--- src/ett_pkg.sv ---
// types and constants shared by the expiring id table
`timescale 1ns / 1ps
`default_nettype none

package ett_pkg;

  typedef enum logic [1:0] {
    OP_INSERT = 2'd0,
    OP_LOOKUP = 2'd1,
    OP_PRUNE  = 2'd2
  } opcode_e;

  localparam logic [31:0] LifetimeReset = 32'd30000;

  typedef struct packed {
    logic [1:0]  opcode;
    logic [63:0] id_high;
    logic [63:0] id_low;
    logic [7:0]  op_family;
    logic [63:0] now_ms;
  } in_word_t;

  typedef struct packed {
    logic       ok;
    logic [7:0] hit_family;
  } out_word_t;

  typedef struct packed {
    logic [63:0] id_high;
    logic [63:0] id_low;
    logic [7:0]  family;
    logic [63:0] expiry;
  } slot_t;

  localparam int unsigned SlotWidth = $bits(slot_t);

endpackage

`default_nettype wire

--- src/ett_ram.sv ---
// generic single-write, single-read ram with registered read data
`timescale 1ns / 1ps
`default_nettype none

module ett_ram #(
  parameter int unsigned Width = 8,
  parameter int unsigned Depth = 16,
  localparam int unsigned AddrWidth = (Depth > 1) ? $clog2(Depth) : 1
) (
  input  wire logic                  clk_i,
  input  wire logic                  we_i,
  input  wire logic [AddrWidth-1:0]  waddr_i,
  input  wire logic [Width-1:0]      wdata_i,
  input  wire logic                  re_i,
  input  wire logic [AddrWidth-1:0]  raddr_i,
  output logic      [Width-1:0]      rdata_o
);

  logic [Width-1:0] mem_q [Depth];

  always_ff @(posedge clk_i) begin
    if (we_i) begin
      mem_q[waddr_i] <= wdata_i;
    end
    if (re_i) begin
      rdata_o <= mem_q[raddr_i];
    end
  end

endmodule

`default_nettype wire

--- src/expiring_id_tombstone_table_core.sv ---
// expiring id table: slot memory scan for insert, lookup and prune
//
//   channel  signals                          direction
//   in       in_valid_i / in_stall_o / in_word_i    into the block
//   out      out_valid_o / out_stall_i / out_word_o out of the block
//   cfg      cfg_we_i / cfg_wdata_i (lifetime_ms)   into the block
//
// a word is handled in steps: ST_IDLE takes the word, then in ST_SCAN the single
// read port of the slot memory walks every slot, one a cycle, then ST_LAST compares
// the last slot and ST_FIN writes back and loads the result register.
// reset clears the valid bits at once; slot memory contents are not cleared.
// a new word is taken while the previous result waits on out_stall_i; its
// write back then holds until the result register is free.
`timescale 1ns / 1ps
`default_nettype none

module expiring_id_tombstone_table_core
  import ett_pkg::*;
#(
  parameter int unsigned SLOTS = 16
) (
  input  wire logic      clk_i,
  input  wire logic      rst_ni,
  input  wire logic      in_valid_i,
  output logic           in_stall_o,
  input  wire in_word_t  in_word_i,
  output logic           out_valid_o,
  input  wire logic      out_stall_i,
  output out_word_t      out_word_o,
  input  wire logic      cfg_we_i,
  input  wire logic [31:0] cfg_wdata_i
);

  localparam int unsigned IdxWidth = (SLOTS > 1) ? $clog2(SLOTS) : 1;
  localparam logic [IdxWidth-1:0] LastIdx = IdxWidth'(SLOTS - 1);

  typedef enum logic [3:0] {
    ST_IDLE = 4'b0001,
    ST_SCAN = 4'b0010,
    ST_LAST = 4'b0100,
    ST_FIN  = 4'b1000
  } state_e;

  state_e state_q, state_d;

  logic [31:0]         life_q;
  logic [SLOTS-1:0]    valid_q;
  logic [IdxWidth-1:0] cnt_q;
  logic                pv_q;
  logic [IdxWidth-1:0] pidx_q;

  logic [1:0]          op_q;
  logic [63:0]         idh_q, idl_q, now_q, exp_q;
  logic [7:0]          fam_in_q;
  logic                ovf_q;

  logic                found_q;
  logic [7:0]          hit_q;
  logic                free_q;
  logic [IdxWidth-1:0] free_idx_q;
  logic                best_have_q;
  logic [IdxWidth-1:0] best_idx_q;
  logic [63:0]         best_exp_q;

  logic                out_valid_q;
  out_word_t           out_word_q;

  slot_t               rd_slot;
  logic [SlotWidth-1:0] rd_data;
  slot_t               wr_slot;
  logic                in_acc;
  logic                slot_vld;
  logic                id_match;
  logic                out_free;
  logic                commit;
  logic                do_write;
  logic [IdxWidth-1:0] wr_idx;
  logic [64:0]         exp_sum;
  out_word_t           res;

  assign in_acc    = in_valid_i && (state_q == ST_IDLE);
  assign in_stall_o = (state_q != ST_IDLE);
  assign out_free  = !(out_valid_q && out_stall_i);
  assign commit    = (state_q == ST_FIN) && out_free;
  assign do_write  = commit && (op_q == OP_INSERT) && !ovf_q;
  assign wr_idx    = free_q ? free_idx_q : best_idx_q;
  assign exp_sum   = {1'b0, in_word_i.now_ms} + {33'b0, life_q};
  assign rd_slot   = slot_t'(rd_data);
  assign slot_vld  = valid_q[pidx_q];
  assign id_match  = (rd_slot.id_high == idh_q) && (rd_slot.id_low == idl_q);

  always_comb begin
    wr_slot.id_high = idh_q;
    wr_slot.id_low  = idl_q;
    wr_slot.family  = fam_in_q;
    wr_slot.expiry  = exp_q;
  end

  always_comb begin
    res.ok         = 1'b0;
    res.hit_family = 8'd0;
    unique case (op_q)
      OP_INSERT: res.ok = !ovf_q;
      OP_LOOKUP: begin
        res.ok         = found_q;
        res.hit_family = found_q ? hit_q : 8'd0;
      end
      OP_PRUNE:  res.ok = 1'b1;
      default:   res.ok = 1'b0;
    endcase
  end

  always_comb begin
    state_d = state_q;
    unique case (state_q)
      ST_IDLE: if (in_valid_i) state_d = ST_SCAN;
      ST_SCAN: if (cnt_q == LastIdx) state_d = ST_LAST;
      ST_LAST: state_d = ST_FIN;
      ST_FIN:  if (out_free) state_d = ST_IDLE;
      default: state_d = ST_IDLE;
    endcase
  end

  ett_ram #(
    .Width(SlotWidth),
    .Depth(SLOTS)
  ) u_slots (
    .clk_i   (clk_i),
    .we_i    (do_write),
    .waddr_i (wr_idx),
    .wdata_i (SlotWidth'(wr_slot)),
    .re_i    (state_q == ST_SCAN),
    .raddr_i (cnt_q),
    .rdata_o (rd_data)
  );

  always_ff @(posedge clk_i or negedge rst_ni) begin
    if (!rst_ni) begin
      state_q     <= ST_IDLE;
      life_q      <= LifetimeReset;
      valid_q     <= '0;
      cnt_q       <= '0;
      pv_q        <= 1'b0;
      pidx_q      <= '0;
      found_q     <= 1'b0;
      hit_q       <= 8'd0;
      free_q      <= 1'b0;
      free_idx_q  <= '0;
      best_have_q <= 1'b0;
      best_idx_q  <= '0;
      out_valid_q <= 1'b0;
    end else begin
      state_q <= state_d;
      if (cfg_we_i) begin
        life_q <= cfg_wdata_i;
      end
      pv_q   <= (state_q == ST_SCAN);
      pidx_q <= cnt_q;
      if (in_acc) begin
        cnt_q       <= '0;
        found_q     <= 1'b0;
        hit_q       <= 8'd0;
        free_q      <= 1'b0;
        best_have_q <= 1'b0;
      end else if (state_q == ST_SCAN) begin
        cnt_q <= cnt_q + 1'b1;
      end
      // slot compare, one slot a cycle, in the cycle after its read
      if (pv_q) begin
        unique case (op_q)
          OP_INSERT: begin
            if (!free_q) begin
              if (!slot_vld) begin
                free_q     <= 1'b1;
                free_idx_q <= pidx_q;
              end else if (!best_have_q || (rd_slot.expiry < best_exp_q)) begin
                best_have_q <= 1'b1;
                best_idx_q  <= pidx_q;
              end
            end
          end
          OP_LOOKUP: begin
            if (!found_q && slot_vld && id_match) begin
              found_q <= 1'b1;
              hit_q   <= rd_slot.family;
            end
          end
          OP_PRUNE: begin
            if (slot_vld && (now_q >= rd_slot.expiry)) begin
              valid_q[pidx_q] <= 1'b0;
            end
          end
          default: ;
        endcase
      end
      if (do_write) begin
        valid_q[wr_idx] <= 1'b1;
      end
      if (commit) begin
        out_valid_q <= 1'b1;
      end else if (!out_stall_i) begin
        out_valid_q <= 1'b0;
      end
    end
  end

  always_ff @(posedge clk_i) begin
    if (in_acc) begin
      op_q     <= in_word_i.opcode;
      idh_q    <= in_word_i.id_high;
      idl_q    <= in_word_i.id_low;
      fam_in_q <= in_word_i.op_family;
      now_q    <= in_word_i.now_ms;
      exp_q    <= exp_sum[63:0];
      ovf_q    <= exp_sum[64];
    end
    if (pv_q && (op_q == OP_INSERT) && !free_q && slot_vld &&
        (!best_have_q || (rd_slot.expiry < best_exp_q))) begin
      best_exp_q <= rd_slot.expiry;
    end
    if (commit) begin
      out_word_q <= res;
    end
  end

  assign out_valid_o = out_valid_q;
  assign out_word_o  = out_word_q;

endmodule

`default_nettype wire

--- config.mk ---
export PLATFORM = sky130hd
export DESIGN_NAME = expiring_id_tombstone_table_core
export DESIGN_NICKNAME = d
export VERILOG_FILES = /design/src/ett_pkg.sv /design/src/ett_ram.sv /design/src/expiring_id_tombstone_table_core.sv
export SDC_FILE = /design/constraint.sdc
export NUM_CORES = 2
export LEC_CHECK = 0
export BUFFER_PORTS_ARGS = -buffer_cell sky130_fd_sc_hd__buf_2
export CORE_UTILIZATION = 35
export CTS_BUF_LIST = sky130_fd_sc_hd__clkbuf_16
export CTS_CLUSTER_SIZE = 12
export DETAILED_ROUTE_END_ITERATION = 12
export PLACE_DENSITY = 0.49
export SYNTH_ARGS = -nofsm -noshare
export SYNTH_HDL_FRONTEND = slang
export SYNTH_SLANG_ARGS = --single-unit
--- constraint.sdc ---
create_clock -name clk_i -period 24.3 [get_ports clk_i]
set_clock_uncertainty 0.1 [all_clocks]
set_input_delay 4.86 -clock clk_i [delete_from_list [all_inputs] [get_ports clk_i]]
set_output_delay 4.86 -clock clk_i [all_outputs]
set_load 0.01 [all_outputs]
==> impl_metrics.json <==
{
  "status": "finished clean",
  "place_ws_ns": 14.04,
  "rows": 237,
  "setup_tns_ns": 0,
  "synth_cell_types": 81,
  "dp_hpwl_um": 202000,
  "worst_slew_pin_slew_ns": 1.39,
  "maxCapViolCount": 0,
  "die_h_um": 649,
  "clkTransAtPathRegs_ns": 0.06,
  "avgSynthCellArea_um2": 23.4,
  "crit_chain": "buf_2, a21oi_1, nor4b_2, nand2_1, nor2_4, buf_4, buf_4, buf_4",
  "critPathCaptureType": "register",
  "crit_family": "buffers and inverters",
  "slew_headroom_pct": 7.01,
  "syn2layout_area_growth_pct": 14.2,
  "layout_min_cycle_time_ns": 9.11,
  "drtIter0Drc": 5288,
  "syn_nets": 6661,
  "io_buffers": 249,
  "post_cts_buffers": 0,
  "dp.cells": 11900,
  "die_width_um": 649,
  "syn_inst": 6261,
  "cts_tree": "yes",
  "max_stage_delay_ns": 0.90,
  "critPathBufInv": 4,
  "path_common_cell": "buf_4",
  "yosysMostFrequentCell": "edfxtp_1",
  "synth_common_cells": "3740 x edfxtp_1, 1005 x mux4_2, 172 x inv_1, 160 x ha_1, 142 x clkbuf_1",
  "report.final.slew_viol_count": 0,
  "h-tree-depth": 5,
  "ctsHoldBuffers": 0,
  "insertion_delay_ns": 0.99,
  "cts_root_buf": "clkbuf_16",
  "met2_usage_pct": 29.6,
  "setup_viol": 0,
  "required_ns": 24.78,
  "leakagePower_uw": 0.0526,
  "yosysWarnings": 0,
  "ant_nets": 0,
  "top_usage_layer": "met2",
  "drt_pre_antenna_iters": 5,
  "track_usage_pct": 17.0,
  "yosysSeqAreaShare_pct": 78.1,
  "place_congestion": 0.773,
  "gr-usage-met1_pct": 23.2,
  "period_share_pct": 37.5,
  "total_power_uw": 17000,
  "yosysTopAreaCell": "edfxtp_1",
  "nFillCells": 36400,
  "start_kind": "primary input",
  "synth_edf_count": 3740,
  "num-nets-final": 7211,
  "cts-resized-gates": 0,
  "vias_per_cell": 5.22,
  "synthArstFlopShare_pct": 2.12,
  "synth_seq_cells": 3821,
  "crit_slowest_cell": "buf_4",
  "hold_viol_final": 0,
  "antenna_found_initial": 19,
  "cts.path.max_buffers": 4,
  "initial_utilization_pct": 35.1,
  "synth_ff_type": "edfxtp_1",
  "grt_overflow": 0,
  "timing.final.ws_setup_ns": 15.19,
  "io_pins": 250,
  "post-route-util_pct": 40.1,
  "crit_fanout": 43,
  "critPathKind": "primary input to register",
  "drc_errors": 0,
  "grt_pass1_vias": 70600,
  "drive_above_1_share_pct": 28.1,
  "p_per_area_nw_per_um2": 102,
  "cts_buffers": 411,
  "cts.sinks": 3821,
  "min_path_type": "register to register",
  "grt_pass1_wl_um": 521000,
  "die_area_um2": 421000,
  "ir_drop_v": 0.0000770,
  "synth_top_area_share_pct": 76.7,
  "post_drt_wl_per_cell_um": 28.7,
  "vias": 65900,
  "core_area_um2": 417000,
  "synth.area.top_cells": "edfxtp_1 77%, mux4_2 15%, ha_1 1.4%",
  "syn_area_um2": 146000,
  "max_freq_mhz": 110,
  "worstPathArrival_ns": 9.60,
  "gr-usage-met3_pct": 1.91,
  "stdcell_count": 12600,
  "rsz0062_at_grt": "no",
  "routed_wl_um": 362000,
  "grt_max_degree": 125
}
## final timing paths
kind | from | endpoint | slack, ns | cells past startpoint
worst min register to register | u_slots.rdata_o[35] | best_exp_q[35] | 0.39 | 0
worst min-delay path | u_slots.rdata_o[35] | best_exp_q[35] | 0.39 | 0
min in group asynchronous | rst_ni | life_q[19] | 3.80 | 1
worst max register to register | state_q[2] | u_slots.mem_q[13][99] | 18.40 | 9
worst max-delay path | out_stall_i | u_slots.mem_q[13][99] | 15.19 | 8
max in group asynchronous | rst_ni | cnt_q[2] | 18.93 | 2
## flip-flops by register name, indices dropped and copies added, names as in the netlist, 32 cells and up
signal and flops:
exp_q 64, idh_q 64, now_q 64, best_exp_q 64, u_slots.rdata_o 200, idl_q 64
life_q 32, u_slots.mem_q 3200
## power by group
part,switching (uW),internal (uW),total (uW)
Combinational,1480,1460,2940
Sequential,491,7830,8330
Clock,2540,3210,5750
Total,4510,12500,17000
## per-layer routing
metal,part of all wire (%),vias up
met5,0,-
met3,3.7,471
li1,-,27600
met1,43,36400
met2,51,1440
met4,2.0,0
## placed cells by master, fill, tap and decap left out, types with 16 or more instances in the layout
master	instances
buf_2	248
mux4_2	1005
buf_4	121
clkbuf_16	419
clkinv_2	53
mux2_2	32
clkinv_1	98
nand2_1	98
nand4_1	48
ha_1	160
nor2_1	60
a21oi_1	88
xnor2_1	86
nor3_1	21
a21o_1	26
nor2_4	16
nand3_1	28
nor4_1	25
edfxtp_1	3740
buf_12	16
xor2_1	95
inv_1	290
dfrtp_1	69
o21ai_0	36
## cell type report
cell class | count | area (um^2) | share of cell area (%)
well taps | 5497 | 6880 | 4.11
clock buffers | 419 | 10500 | 6.27
diodes | 8 | 20.0 | 0.0120
multi-input cells | 2020 | 30500 | 18.3
flip-flops and latches | 3821 | 114000 | 68.4
clock inverters | 313 | 1810 | 1.08
inverters | 172 | 653 | 0.391
repair buffers | 385 | 2470 | 1.48
## through the flow
stage / hold WS, ns / cell area (um^2)
after floorplan: 0.252 / 146000
after global placement: 0.377 / 155000
after detailed placement: 0.379 / 155000
after CTS: 0.393 / 167000
after global routing: 0.407 / 167000
final: 0.386 / 167000
## kinds of logic after synthesis
group / after synthesis / synth area share [%]
mux: 1052 / 15.8
fa+ha+maj: 161 / 1.38
compound gates: 247 / 1.10
buf+inv: 420 / 1.17
simple gates: 379 / 1.38
flops: 3821 / 78.1
xor+xnor: 181 / 1.08
Note: power is estimated with default switching activity, not from simulation.
